### src/hdl/iouta_pkg.sv
// iouta_pkg: shared constants, codes and record types of the iou track association block
// no dependencies; used by every module under hdl
`timescale 1ns / 1ps
`default_nettype none
package iouta_pkg;

   localparam int TRACK_SLOTS = 32;
   localparam int COORD_BITS  = 12;
   localparam int BOX_BITS    = 12;
   localparam int CLASS_BITS  = 8;
   localparam int ID_BITS     = 16;
   localparam int MISS_BITS   = 8;
   localparam int THR_BITS    = 9;
   localparam int TOTAL_BITS  = 32;
   localparam int LIVE_OUT_W  = 6;
   localparam int STATUS_W    = 2;
   localparam int CSR_IDX_W   = 2;
   localparam int CSR_DATA_W  = 16;

   localparam int IDX_W      = $clog2(TRACK_SLOTS);
   localparam int SCORE_LAT  = 3;
   localparam int CNT_W      = $clog2(TRACK_SLOTS + SCORE_LAT + 1);
   localparam int LIVE_W     = $clog2(TRACK_SLOTS + 1);
   localparam int AREA_W     = 2 * COORD_BITS;
   localparam int UNI_W      = 2 * COORD_BITS + 1;
   localparam int PROD_W     = AREA_W + UNI_W;
   localparam int THR_PROD_W = UNI_W + THR_BITS;

   localparam int REQ_DATA_RAW = 4 * BOX_BITS + CLASS_BITS;
   localparam int REQ_DATA_W   = ((REQ_DATA_RAW + 7) / 8) * 8;
   localparam int REQ_USER_W   = 1;
   localparam int RSP_DATA_RAW = ID_BITS + LIVE_OUT_W + 2 * TOTAL_BITS;
   localparam int RSP_DATA_W   = ((RSP_DATA_RAW + 7) / 8) * 8;

   localparam logic [CSR_IDX_W-1:0] CSR_MAX_LOST = 2'd0;
   localparam logic [CSR_IDX_W-1:0] CSR_IOU_THR  = 2'd1;
   localparam logic [CSR_IDX_W-1:0] CSR_FIRST_ID = 2'd2;

   localparam logic [MISS_BITS-1:0] MAX_LOST_RST = 8'd30;
   localparam logic [THR_BITS-1:0]  IOU_THR_RST  = 9'd77;
   localparam logic [ID_BITS-1:0]   FIRST_ID_RST = 16'd0;
   localparam logic [MISS_BITS-1:0] MISS_SAT     = 8'hFF;

   localparam logic [STATUS_W-1:0] ST_MATCH = 2'd0;
   localparam logic [STATUS_W-1:0] ST_NEW   = 2'd1;
   localparam logic [STATUS_W-1:0] ST_DROP  = 2'd2;
   localparam logic [STATUS_W-1:0] ST_AGED  = 2'd3;

   typedef struct packed {
      logic                  live;
      logic                  seen;
      logic                  fresh;
      logic [ID_BITS-1:0]    id;
      logic [CLASS_BITS-1:0] cls;
      logic [COORD_BITS-1:0] x;
      logic [COORD_BITS-1:0] y;
      logic [COORD_BITS-1:0] w;
      logic [COORD_BITS-1:0] h;
      logic [MISS_BITS-1:0]  misses;
   } slot_type;

   typedef struct packed {
      logic [CLASS_BITS-1:0] cls;
      logic [COORD_BITS-1:0] x;
      logic [COORD_BITS-1:0] y;
      logic [COORD_BITS-1:0] w;
      logic [COORD_BITS-1:0] h;
   } det_type;

   typedef struct packed {
      logic               valid;
      logic [ID_BITS-1:0] id;
      logic [IDX_W-1:0]   step;
      logic [AREA_W-1:0]  inter;
      logic [UNI_W-1:0]   uni;
   } cand_type;

endpackage
`default_nettype wire

### src/hdl/iouta_score.sv
// iouta_score: three-stage eligibility, intersection and union pipeline at the ring head
// depends on iouta_pkg
`timescale 1ns / 1ps
`default_nettype none
module iouta_score (
   input  wire                                 clock,
   input  wire                                 reset,
   input  wire                                 valid_in,
   input  wire  [iouta_pkg::IDX_W-1:0]         step_in,
   input  iouta_pkg::slot_type                 slot_in,
   input  iouta_pkg::det_type                  det,
   input  wire  [iouta_pkg::AREA_W-1:0]        det_area,
   input  wire  [iouta_pkg::MISS_BITS-1:0]     max_lost,
   output iouta_pkg::cand_type                 cand
);
   import iouta_pkg::*;

   logic [COORD_BITS:0]   tx_end, ty_end, dx_end, dy_end;
   logic [COORD_BITS:0]   x_lo, x_hi, y_lo, y_hi;
   logic [COORD_BITS-1:0] ox_in, oy_in;
   logic                  elig_in;

   logic                  a_valid_ff, a_elig_ff;
   logic [COORD_BITS-1:0] a_ox_ff, a_oy_ff;
   logic [AREA_W-1:0]     a_area_ff;
   logic [ID_BITS-1:0]    a_id_ff;
   logic [IDX_W-1:0]      a_step_ff;

   logic                  b_valid_ff;
   logic [AREA_W-1:0]     b_inter_ff;
   logic [UNI_W-1:0]      b_sum_ff;
   logic [ID_BITS-1:0]    b_id_ff;
   logic [IDX_W-1:0]      b_step_ff;

   logic                  c_valid_ff;
   logic [AREA_W-1:0]     c_inter_ff;
   logic [UNI_W-1:0]      c_uni_ff;
   logic [ID_BITS-1:0]    c_id_ff;
   logic [IDX_W-1:0]      c_step_ff;

   always_comb begin
      tx_end = {1'b0, slot_in.x} + {1'b0, slot_in.w};
      ty_end = {1'b0, slot_in.y} + {1'b0, slot_in.h};
      dx_end = {1'b0, det.x} + {1'b0, det.w};
      dy_end = {1'b0, det.y} + {1'b0, det.h};
      x_lo   = (slot_in.x > det.x) ? {1'b0, slot_in.x} : {1'b0, det.x};
      y_lo   = (slot_in.y > det.y) ? {1'b0, slot_in.y} : {1'b0, det.y};
      x_hi   = (tx_end < dx_end) ? tx_end : dx_end;
      y_hi   = (ty_end < dy_end) ? ty_end : dy_end;
      ox_in  = (x_hi > x_lo) ? COORD_BITS'(x_hi - x_lo) : '0;
      oy_in  = (y_hi > y_lo) ? COORD_BITS'(y_hi - y_lo) : '0;
      elig_in = slot_in.live && !slot_in.fresh && (slot_in.cls == det.cls) &&
                (slot_in.misses <= (max_lost >> 1));
   end

   always_ff @(posedge clock) begin
      if (reset) begin
         a_valid_ff <= 1'b0;
         b_valid_ff <= 1'b0;
         c_valid_ff <= 1'b0;
      end else begin
         a_valid_ff <= valid_in && elig_in;
         b_valid_ff <= a_valid_ff && a_elig_ff;
         c_valid_ff <= b_valid_ff;
      end
   end

   always_ff @(posedge clock) begin
      a_elig_ff  <= elig_in;
      a_ox_ff    <= ox_in;
      a_oy_ff    <= oy_in;
      a_area_ff  <= slot_in.w * slot_in.h;
      a_id_ff    <= slot_in.id;
      a_step_ff  <= step_in;
      b_inter_ff <= a_ox_ff * a_oy_ff;
      b_sum_ff   <= {1'b0, a_area_ff} + {1'b0, det_area};
      b_id_ff    <= a_id_ff;
      b_step_ff  <= a_step_ff;
      c_inter_ff <= b_inter_ff;
      c_uni_ff   <= b_sum_ff - {1'b0, b_inter_ff};
      c_id_ff    <= b_id_ff;
      c_step_ff  <= b_step_ff;
   end

   always_comb begin
      cand.valid = c_valid_ff && (c_inter_ff != '0) && (c_uni_ff != '0);
      cand.id    = c_id_ff;
      cand.step  = c_step_ff;
      cand.inter = c_inter_ff;
      cand.uni   = c_uni_ff;
   end

endmodule
`default_nettype wire

### config.mk
export PLATFORM = sky130hd
export DESIGN_NAME = iouta_score
export DESIGN_NICKNAME = d
export VERILOG_FILES = /design/src/hdl/iouta_pkg.sv /design/src/hdl/iouta_score.sv
export SDC_FILE = /design/constraint.sdc
export NUM_CORES = 1
export LEC_CHECK = 0
export ABC_AREA = 1
export BUFFER_PORTS_ARGS = -buffer_cell sky130_fd_sc_hd__buf_2
export CORE_MARGIN = 3
export CORE_UTILIZATION = 50
export CTS_BUF_LIST = sky130_fd_sc_hd__clkbuf_4
export CTS_CLUSTER_SIZE = 20
export DETAILED_ROUTE_END_ITERATION = 7
export PLACE_DENSITY = 0.79
export SLEW_MARGIN = 10
export SYNTH_ARGS = -nofsm -noshare
export SYNTH_HDL_FRONTEND = slang
export SYNTH_SLANG_ARGS = --single-unit
### constraint.sdc
create_clock -name clock -period 11.44 [get_ports clock]
set_input_delay 2.288 -clock clock [delete_from_list [all_inputs] [get_ports clock]]
set_output_delay 2.288 -clock clock [all_outputs]
set_load 0.02 [all_outputs]
==> results_dict.tcl <==
set metrics [dict create \
    num_rows 75 \
    skew_ns 0.0588 \
    vdd_drop_max_uv 273 \
    leakage_nw 13.8 \
    yosysTopAreaCell "dfxtp_1" \
    first_pass_iters 5 \
    grt_setup_unrepaired "false" \
    hold_path_class "reg2reg" \
    core_area_mm2 0.0424 \
    boundaryPins 250 \
    worstSetupStartpointType "input pin" \
    swShare 0.522 \
    slew_violations 0 \
    dieArea_mm2 0.0460 \
    async_flop_share 0 \
    ys.flop_type "dfxtp_1" \
    antenna_found_initial 6 \
    drt_wl_total_um 52200 \
    postCtsSetupRepairBufs 0 \
    maxSlewHeadroom 0.568 \
    synth_common_cells "643 x nand2_1, 618 x inv_1, 297 x ha_1, 213 x dfxtp_1, 208 x fa_1" \
    final_antenna_net_count 0 \
    cts_max_level 2 \
    gp_congestion 0.930 \
    cp.required_ns 12.03 \
    synth_edf_count 0 \
    fp.dieW_um 214 \
    clk_pin_slew_ns 0.07 \
    fin_setup_tns_ns 0 \
    start_util 0.512 \
    powerDensity_mw_per_mm2 289 \
    synth_top_area_share 0.196 \
    netSwitchingPower_mw 3.63 \
    grt_remaining_overflow 0 \
    syn_nets 3483 \
    fillers 4025 \
    yosysWarnings 0 \
    avgSynthCellArea_um2 7.76 \
    num_vias 18400 \
    hold_buffers 0 \
    rr_worst_depth 16 \
    period_share 0.578 \
    cts_buffers 51 \
    numPortBuffers 247 \
    seq_power_share 0.194 \
    drc 0 \
    ys_types 47 \
    p_comb_frac 0.719 \
    fp.dieH_um 214 \
    hold_ws_ns 0.319 \
    hold_viol_final 0 \
    ys_seq_area_frac 0.196 \
    max_freq_mhz 151 \
    cts_root_buf "clkbuf_4" \
    clockBufferDepth 3 \
    crit_fanout 20 \
    endpoint_kind "register" \
    grt.total_usage 0.226 \
    ys_ff_latch 213 \
    dpl.hpwl_um 44200 \
    crit_slowest_cell "o21ai_0" \
    min_period_ns 6.61 \
    final-setup-viol-count 0 \
    yosysMostFrequentCell "nand2_1" \
    grt_pass1_vias 18100 \
    tightest_slew_ns 0.644 \
    synth_cells 2799 \
    grt_pass1_wl_um 87200 \
    cts_resized 0 \
    cpPeakStageDelay_ns 0.42 \
    syn_area_mm2 0.0217 \
    nNetsFinal 3725 \
    ys_top_cells_by_area "dfxtp_1 20%, fa_1 19%, ha_1 17%, nand2_1 11%, inv_1 11%" \
    p_int_mw 3.33 \
    area_growth_pct 11.0 \
    worstSetupPathType "in2reg" \
    clock_sinks 213 \
    power_frac_clock 0.087 \
    tritoncts "done" \
    worstHoldPathCells 0 \
    drt_first_iter_violations 1039 \
    critPathArrivalTime_ns 7.20 \
    viasPerCell 5.04 \
    grt_max_degree 25 \
    maxCapViolCount 0 \
    post_drt_wl_per_cell_um 14.3 \
    insertion_delay_ns 0.68 \
    crit_path_frequent_cell "nand2_1" \
    status "completed" \
    final_layout_size_suffix_gt1_frac 0.116 \
]
[cell families (layout without fill, tap and decap cells)]
family | count (synthesis) | count (layout) | share of synthesized area
xor gates and xnor gates | 142 | 142 | 0.0573
other | 0 | 5 | 0
adders and majority gates | 505 | 505 | 0.363
and+or+nand+nor | 887 | 887 | 0.168
DFF | 213 | 213 | 0.196
buffers and inverters | 681 | 957 | 0.119
AOI/OAI and AO/OA | 371 | 371 | 0.0964
[sequential cells by signal, summed over array words and instances (netlist names), 5 cells and up]
name and cells:
b_sum_ff 25, c_uni_ff 25, a_area_ff 24, b_inter_ff 24, c_inter_ff 24, a_id_ff 16
b_id_ff 16, c_id_ff 16, a_ox_ff 12, a_oy_ff 12, a_step_ff 5, b_step_ff 5
c_step_ff 5
[metal layers]
metal | up-vias | track usage | share of wire
met4 | 2 | 0.0546 | 0.019
met1 | 8488 | 0.307 | 0.45
li1 | 9231 | - | -
met3 | 76 | 0.0329 | 0.069
met2 | 621 | 0.383 | 0.47
met5 | - | 0 | 0.00025
[cells in the final DEF, fill, tap and decap left out, drive strengths merged, types with 4 or more instances in the layout]
master	count
dfxtp	213
nor3	24
nor2	88
diode	5
o211ai	6
clkinv	18
ha	297
xor2	90
clkbuf	65
a21oi	160
nor3b	4
a211oi	7
inv	623
nand3	65
o21ai	125
nor4	13
o21bai	14
buf	248
nand3b	4
nand4	30
a31oi	14
fa	208
o21a	4
a21o	21
xnor2	52
nand2	653
[stage by stage]
step	instances	util	setup WS [ns]	instance area (um2)	power, mW
after floorplan	2799	-	4.71	21700	5.10
after global placement	3565	0.552	4.30	23400	6.25
after detailed placement	3565	0.552	4.20	23400	6.34
after CTS	3652	0.568	4.93	24100	6.98
after global routing	3655	0.568	4.44	24100	7.80
final	3657	0.568	4.83	24100	6.95
[power groups by stage]
stage	Clock (mW)	Sequential, mW	Combinational (mW)
global placement	0	1.35	4.89
finish	0.608	1.35	5.00
CTS	0.627	1.34	5.02
global route	0.665	1.38	5.76
detailed placement	0	1.36	4.99
floorplan	0	1.29	3.81
[cell type report]
cell class	count	area [um2]	area share
timing repair buffer	248	1240	0.0516
clock buffer	65	488	0.0203
multi-input combinational	1905	14900	0.617
tap	577	722	0.0300
antenna	5	12.5	0.000519
clock inverter	22	159	0.00660
sequential	213	4260	0.177
inverter	622	2330	0.0969
[critical path, delay by kind of cell]
family	cells	cell delay, ns
buf+inv	5	0.76
fa+ha+maj	5	1.52
compound gates	6	1.03
simple gates	13	1.11
xor+xnor	2	0.46
[final timing paths]
kind	from	to	slack [ns]
max reg2reg	a_oy_ff[6]	b_inter_ff[16]	6.43
min reg2reg	b_inter_ff[7]	c_inter_ff[7]	0.32
max	slot_in[8]	a_oy_ff[10]	4.83
min	b_inter_ff[7]	c_inter_ff[7]	0.32
Power figures use the tool's default switching activity.
