==> src/hdl/iouta_pkg.sv <==
// iouta_pkg: shared constants, codes and record types of the iou track association block
// no dependencies; used by every module under hdl
`timescale 1ns / 1ps
`default_nettype none
package iouta_pkg;

   localparam int TRACK_SLOTS = 32;
   localparam int COORD_BITS  = 12;
   localparam int BOX_BITS    = 12;
   localparam int CLASS_BITS  = 8;
   localparam int ID_BITS     = 16;
   localparam int MISS_BITS   = 8;
   localparam int THR_BITS    = 9;
   localparam int TOTAL_BITS  = 32;
   localparam int LIVE_OUT_W  = 6;
   localparam int STATUS_W    = 2;
   localparam int CSR_IDX_W   = 2;
   localparam int CSR_DATA_W  = 16;

   localparam int IDX_W      = $clog2(TRACK_SLOTS);
   localparam int SCORE_LAT  = 3;
   localparam int CNT_W      = $clog2(TRACK_SLOTS + SCORE_LAT + 1);
   localparam int LIVE_W     = $clog2(TRACK_SLOTS + 1);
   localparam int AREA_W     = 2 * COORD_BITS;
   localparam int UNI_W      = 2 * COORD_BITS + 1;
   localparam int PROD_W     = AREA_W + UNI_W;
   localparam int THR_PROD_W = UNI_W + THR_BITS;

   localparam int REQ_DATA_RAW = 4 * BOX_BITS + CLASS_BITS;
   localparam int REQ_DATA_W   = ((REQ_DATA_RAW + 7) / 8) * 8;
   localparam int REQ_USER_W   = 1;
   localparam int RSP_DATA_RAW = ID_BITS + LIVE_OUT_W + 2 * TOTAL_BITS;
   localparam int RSP_DATA_W   = ((RSP_DATA_RAW + 7) / 8) * 8;

   localparam logic [CSR_IDX_W-1:0] CSR_MAX_LOST = 2'd0;
   localparam logic [CSR_IDX_W-1:0] CSR_IOU_THR  = 2'd1;
   localparam logic [CSR_IDX_W-1:0] CSR_FIRST_ID = 2'd2;

   localparam logic [MISS_BITS-1:0] MAX_LOST_RST = 8'd30;
   localparam logic [THR_BITS-1:0]  IOU_THR_RST  = 9'd77;
   localparam logic [ID_BITS-1:0]   FIRST_ID_RST = 16'd0;
   localparam logic [MISS_BITS-1:0] MISS_SAT     = 8'hFF;

   localparam logic [STATUS_W-1:0] ST_MATCH = 2'd0;
   localparam logic [STATUS_W-1:0] ST_NEW   = 2'd1;
   localparam logic [STATUS_W-1:0] ST_DROP  = 2'd2;
   localparam logic [STATUS_W-1:0] ST_AGED  = 2'd3;

   typedef struct packed {
      logic                  live;
      logic                  seen;
      logic                  fresh;
      logic [ID_BITS-1:0]    id;
      logic [CLASS_BITS-1:0] cls;
      logic [COORD_BITS-1:0] x;
      logic [COORD_BITS-1:0] y;
      logic [COORD_BITS-1:0] w;
      logic [COORD_BITS-1:0] h;
      logic [MISS_BITS-1:0]  misses;
   } slot_type;

   typedef struct packed {
      logic [CLASS_BITS-1:0] cls;
      logic [COORD_BITS-1:0] x;
      logic [COORD_BITS-1:0] y;
      logic [COORD_BITS-1:0] w;
      logic [COORD_BITS-1:0] h;
   } det_type;

   typedef struct packed {
      logic               valid;
      logic [ID_BITS-1:0] id;
      logic [IDX_W-1:0]   step;
      logic [AREA_W-1:0]  inter;
      logic [UNI_W-1:0]   uni;
   } cand_type;

endpackage
`default_nettype wire

==> src/hdl/iouta_cell.sv <==
// iouta_cell: one track slot of the rotating slot ring
// depends on iouta_pkg
`timescale 1ns / 1ps
`default_nettype none
module iouta_cell (
   input  wire                 clock,
   input  wire                 reset,
   input  wire                 shift,
   input  iouta_pkg::slot_type slot_in,
   output iouta_pkg::slot_type slot_out
);
   import iouta_pkg::*;

   slot_type slot_ff;

   always_ff @(posedge clock) begin
      if (reset) begin
         slot_ff.live  <= 1'b0;
         slot_ff.seen  <= 1'b0;
         slot_ff.fresh <= 1'b0;
      end else if (shift) begin
         slot_ff <= slot_in;
      end
   end

   assign slot_out = slot_ff;

endmodule
`default_nettype wire

==> config.mk <==
export PLATFORM = sky130hd
export DESIGN_NAME = iouta_cell
export DESIGN_NICKNAME = d
export VERILOG_FILES = /design/src/hdl/iouta_pkg.sv /design/src/hdl/iouta_cell.sv
export SDC_FILE = /design/constraint.sdc
export NUM_CORES = 1
export LEC_CHECK = 0
export BUFFER_PORTS_ARGS = -buffer_cell sky130_fd_sc_hd__buf_2
export CAP_MARGIN = 25
export CORE_ASPECT_RATIO = 0.8
export CORE_UTILIZATION = 44
export DETAILED_ROUTE_END_ITERATION = 12
export PLACE_DENSITY = 0.88
export SETUP_SLACK_MARGIN = 0.15
export SLEW_MARGIN = 40
export SYNTH_ARGS = -nofsm -noshare
export SYNTH_HDL_FRONTEND = slang
export SYNTH_SLANG_ARGS = --single-unit
==> constraint.sdc <==
create_clock -name clock -period 7.5 [get_ports clock]
set_input_delay 0.75 -clock clock [delete_from_list [all_inputs] [get_ports clock]]
set_output_delay 0.75 -clock clock [all_outputs]
set_load 0.02 [all_outputs]
==> flow_summary.yaml, run 1 <==
outcome:
  status: "finished clean"
layout:
  largest_reg_flops: 83
  drive_above_1_share: 0.6775
  n_antenna_cell: 0
  final_cells: 354
  num-fill-cells: 401
  syn_to_final_growth_pct: 47.26
  fin_nets: 357
clock_network:
  worst_skew_pair.late_latency_ns: 0.36
  cts-resized-gates: 0
  cts_max_path_buffers: 2
  cts_tree: "built"
  htreeDepth: 3
  hold_buffers: 0
  postCtsSetupBuffers: 0
  cts-root-buf: "clkbuf_8"
  numCtsBuffers: 9
  cts_num_sinks: 83
  clkTransAtPathRegs_ns: 0.09
detailed_routing:
  ant_nets: 0
  vias: 1566
  route.detailed.drc: 0
  dr.first_iter.drc_count: 58
  wl_per_cell_um: 16.17
  wl_mm: 5.725
  drtPass1Iterations: 4
  avgViaCountPerCell: 4.424
setup_path:
  critPathKind: "primary input to register"
  ff2ff_setup_slack_ns: 6.87
  start_kind: "primary input"
  worstReg2RegEnd: "slot_out[81]"
  critPathMaxFanout: 44
  critPathRequiredTime_ns: 7.50
  r2r-start: "slot_out[81]"
  rr_worst_depth: 2
  end_kind: "register"
  arrival_ns: 1.93
sta:
  slew_viol_final: 0
  tightestPinTransition_ns: 0.5454
  fmax_mhz: 517.1
  fin_skew_ns: 0
  relSlewSlack: 0.6364
  period_minus_slack_ns: 1.934
  setup_total_negative_slack_ns: 0
  finalCritPeriodShare: 0.2578
  rsz0062_at_grt: "no"
  finalWorstSetupSlack_ns: 5.566
  whs_ns: 0.5224
  setup_viol: 0
  hold_violations: 0
placed_design:
  pre_cts_slack_ns: 5.172
  hpwl_mm: 4.223
  dp.cells: 338
  gp_congestion: 0.7009
  numPortBuffers: 168
global_routing:
  grtUsageTotal: 0.1987
  grt_pass1_vias: 1688
  grt_max_degree: 45
  grt_pass1_wl_mm: 8.266
  antenna_found_initial: 0
  grt_overflow: 0
synth:
  syn_inst: 90
  postSynthAreaPerCell_um2: 27.89
  synth_area_um2: 2510
  synth_nets: 176
  synth.ff_latch_count: 83
  ys_warn_count: 0
  ys_seq_area_frac: 0.9811
  ys_types: 5
floorplanning:
  pin_count: 169
  dieArea_um2: 6012
  start_util: 0.4592
  coreArea_um2: 5465
  fp.dieW_um: 86.44
  placementRows: 24
  fp.dieH_um: 69.56
power:
  vdd_drop_max_mv: 0.1844
  powerDensity_nw_per_um2: 265.5
  p_leak_nw: 1.594
min_path:
  hold_class: "register to register"
  hold-path-endpoint: "slot_out[80]"
  min-delay-start: "slot_out[80]"
  min_delay_path_depth: 2
flow_run:
  max_cap_viol_count: 0
-- worst max-delay path by stage --
| stage | from | endpoint | slack [ns] | depth (start not counted) |
|---|---|---|---|---|
| global route | shift | slot_out[43] | 5.50 | 3 |
| finish | shift | slot_out[43] | 5.57 | 3 |
| detailed placement | shift | slot_out[72] | 5.17 | 3 |
| global placement | shift | slot_out[41] | 4.83 | 3 |
| floorplan | reset | slot_out[0] | 2.65 | 1 |
| CTS | shift | slot_out[43] | 5.57 | 3 |
-- critical path, stage by stage --
cell	delay, ns
buf_2	0.15
nor2b_4	0.45
buf_4	0.56
-- per-stage QoR --
step | instance area (um2) | power, mW | utilization
2_1_floorplan | 2510 | 0.6101 | -
3_3_place_gp | 3463 | 0.6572 | 0.6337
3_5_place_dp | 3491 | 0.6640 | 0.6387
4_1_cts | 3696 | 0.9893 | 0.6763
5_1_grt | 3696 | 1.013 | 0.6763
6_report | 3696 | 0.9814 | 0.6763
-- cells in the mapped netlist --
| master | count | area [um2] |
|---|---|---|
| nor2b_1 | 1 | 6.260 |
| mux2i_1 | 3 | 30.03 |
| edfxtp_1 | 80 | 2402 |
| dfxtp_1 | 3 | 60.06 |
| nor2_1 | 3 | 11.26 |
-- kinds of logic after synthesis --
group | share of synthesized area
flops | 0.9811
mux | 0.01196
simple gates | 0.006980
-- where the power goes --
part / switching [mW] / total (mW) / internal (mW) / leakage [nW]
clock network: 0.169 / 0.329 / 0.160 / 0.107
registers: 0.00740 / 0.549 / 0.542 / 0.776
logic: 0.0659 / 0.104 / 0.0376 / 0.712
-- area by class of cell --
class | count | area (um2) | share of cell area
well taps | 78 | 97.59 | 0.02640
repair buffers | 170 | 875.8 | 0.2370
clock inverters | 7 | 81.33 | 0.02200
multi-input cells | 7 | 55.05 | 0.01490
clock buffers | 9 | 123.9 | 0.03351
flip-flops and latches | 83 | 2462 | 0.6662
-- cell usage in the layout, fill, tap and decap left out --
master,n
buf_2,168
edfxtp_1,80
clkbuf_8,9
mux2i_1,3
nor2_1,3
inv_6,3
dfxtp_1,3
nor2b_4,1
clkinv_2,1
bufinv_16,1
inv_8,1
clkinv_4,1
buf_16,1
buf_4,1
-- metal layers --
| metal | up-vias | GRT usage | part of all wire |
|---|---|---|---|
| met5 | - | 0 | 0 |
| met1 | 738 | 0.1738 | 0.31 |
| met2 | 94 | 0.3589 | 0.56 |
| met4 | 0 | 0.08148 | 0.023 |
| met3 | 12 | 0.1190 | 0.10 |
| li1 | 722 | - | - |
No activity file was read; power rests on OpenSTA's default activity.
==> run 2: changes to the inputs <==
--- a/config.mk
+++ b/config.mk
@@ -8,9 +8,9 @@
 export BUFFER_PORTS_ARGS = -buffer_cell sky130_fd_sc_hd__buf_2
 export CAP_MARGIN = 25
 export CORE_ASPECT_RATIO = 0.8
-export CORE_UTILIZATION = 44
+export CORE_UTILIZATION = 41
 export DETAILED_ROUTE_END_ITERATION = 12
-export PLACE_DENSITY = 0.88
+export PLACE_DENSITY = 0.83
 export SETUP_SLACK_MARGIN = 0.15
 export SLEW_MARGIN = 40
 export SYNTH_ARGS = -nofsm -noshare
==> constraint.sdc (replaced) <==
create_clock -name clock -period 2 [get_ports clock]
set_input_delay 0.2 -clock clock [delete_from_list [all_inputs] [get_ports clock]]
set_output_delay 0.2 -clock clock [all_outputs]
set_load 0.02 [all_outputs]
==> run 2 against run 1 <==
  * Count of clock-buffer cells in the layout grew 1
  * Sequential cell count did not move
  * Combinational power grew to 3.7 times the previous value
  * Global-route usage fell by 3.9 points
  * Critical path depth fell by 2
  * Sequential share of layout area is 0.068 points lower
  * Via count shrank 2.5%
  * Design area is 0.10% higher
  * Clock skew did not move
  * Die area is 7.1% higher
  * Sequential power grew to 3.8 times the previous value
==> flow_summary.yaml, run 2 (synthesis results as in run 1) <==
power:
  powerDensity_nw_per_um2: 1013
  vdd_drop_max_mv: 0.5947
  seqPwrFrac: 0.550
  p_int_mw: 2.889
  power.share.clock: 0.349
  p_sw_uw: 857.8
  switching_share: 0.2290
  p_leak_nw: 1.587
  combPwrFrac: 0.101
clock_network:
  worst_skew_pair.late_latency_ns: 0.34
  hold_buffers: 0
  numCtsBuffers: 9
  postCtsSetupBuffers: 0
  cts-root-buf: "clkbuf_8"
  htreeDepth: 3
  cts_tree: "built"
  cts_num_sinks: 83
  cts-resized-gates: 0
  cts_max_path_buffers: 2
  clkTransAtPathRegs_ns: 0.08
floorplanning:
  start_util: 0.4246
  coreArea_um2: 5912
  pin_count: 169
  fp.dieH_um: 71.98
  dieArea_um2: 6440
  placementRows: 25
  fp.dieW_um: 89.48
setup_path:
  start_kind: "register"
  slowest_delay_ns: 0.39
  critPathRequiredTime_ns: 1.80
  end_kind: "output port"
  cp_slowest_cell: "edfxtp_1"
  arrival_ns: 0.90
  critical_path.top_delay_family: "flip-flops"
  critPathMaxFanout: 1
  critPathKind: "register to output port"
  path_buf_inv: 1
  worstPathCellList: "buf_2"
detailed_routing:
  dr.first_iter.drc_count: 44
  ant_nets: 0
  avgViaCountPerCell: 4.277
  wl_per_cell_um: 14.60
  route.detailed.drc: 0
  drtPass1Iterations: 4
  wl_mm: 5.212
  vias: 1527
sta:
  fmax_mhz: 910.0
  finalWorstSetupSlack_ns: 0.9011
  setup_total_negative_slack_ns: 0
  relSlewSlack: 0.6359
  hold_violations: 0
  rsz0062_at_grt: "no"
  tightestPinTransition_ns: 0.5462
  slew_viol_final: 0
  whs_ns: 0.02802
  setup_viol: 0
  period_minus_slack_ns: 1.099
  finalCritPeriodShare: 0.5494
  fin_skew_ns: 0
flow_run:
  max_cap_viol_count: 0
layout:
  largest_reg_flops: 83
  drive_above_1_share: 0.6739
  syn_to_final_growth_pct: 47.41
  num-fill-cells: 453
  final_common_cell: "buf_2"
  final_core_utilization: 0.6258
  fin_nets: 357
  final_cell_mix: "buf_2 (168), edfxtp_1 (80), clkbuf_8 (9)"
  n_antenna_cell: 0
global_routing:
  grt_pass1_wl_mm: 7.086
  grt_overflow: 0
  antenna_found_initial: 0
  grt_pass1_vias: 1457
  grtUsageTotal: 0.1597
  grt_max_degree: 47
placed_design:
  gp_congestion: 0.6459
  pre_cts_slack_ns: 0.6384
  numPortBuffers: 168
  hpwl_mm: 3.986
outcome:
  status: "finished clean"
min_path:
  hold_class: "primary input to register"
==> run 2: cell type report <==
cell class	instances	area, um2	share of cell area
clock buffer	10	127.6	0.03449
sequential	83	2462	0.6655
timing repair buffer	170	855.8	0.2313
clock inverter	6	97.59	0.02638
tap	81	101.3	0.02739
multi-input combinational	7	55.05	0.01488
==> run 2: layer usage <==
layer / vias to the layer above / track usage / part of all wire
li1: 721 / - / -
met1: 704 / 0.1539 / 0.36
met2: 95 / 0.2858 / 0.52
met3: 7 / 0.1001 / 0.12
met4: 0 / 0.03704 / 0.0088
met5: - / 0 / 0
==> run 2: final timing paths <==
path / start / end / slack [ns] / cells after the start
worst min register to register: slot_out[81] / slot_out[81] / 0.53 / 2
worst min-delay path: slot_in[13] / slot_out[13] / 0.03 / 1
worst max register to register: slot_out[82] / slot_out[82] / 1.38 / 2
worst max-delay path: slot_out[73] / slot_out[73] / 0.90 / 1
==> run 2: stage by stage <==
step           area, um2  std cells  power (mW)
2_1_floorplan       2517         90       2.282
3_3_place_gp        3475        341       2.467
3_5_place_dp        3475        341       2.485
4_1_cts             3700        357       3.793
5_1_grt             3700        357       3.883
6_report            3700        357       3.747
==> run 2: power by group through the flow <==
stage	clock network (mW)	logic, mW	registers (mW)
after detailed placement	0	0.385	2.10
after CTS	1.35	0.386	2.06
after global routing	1.40	0.406	2.07
final	1.31	0.380	2.06
after global placement	0	0.374	2.09
after floorplan	0	0.0288	2.25
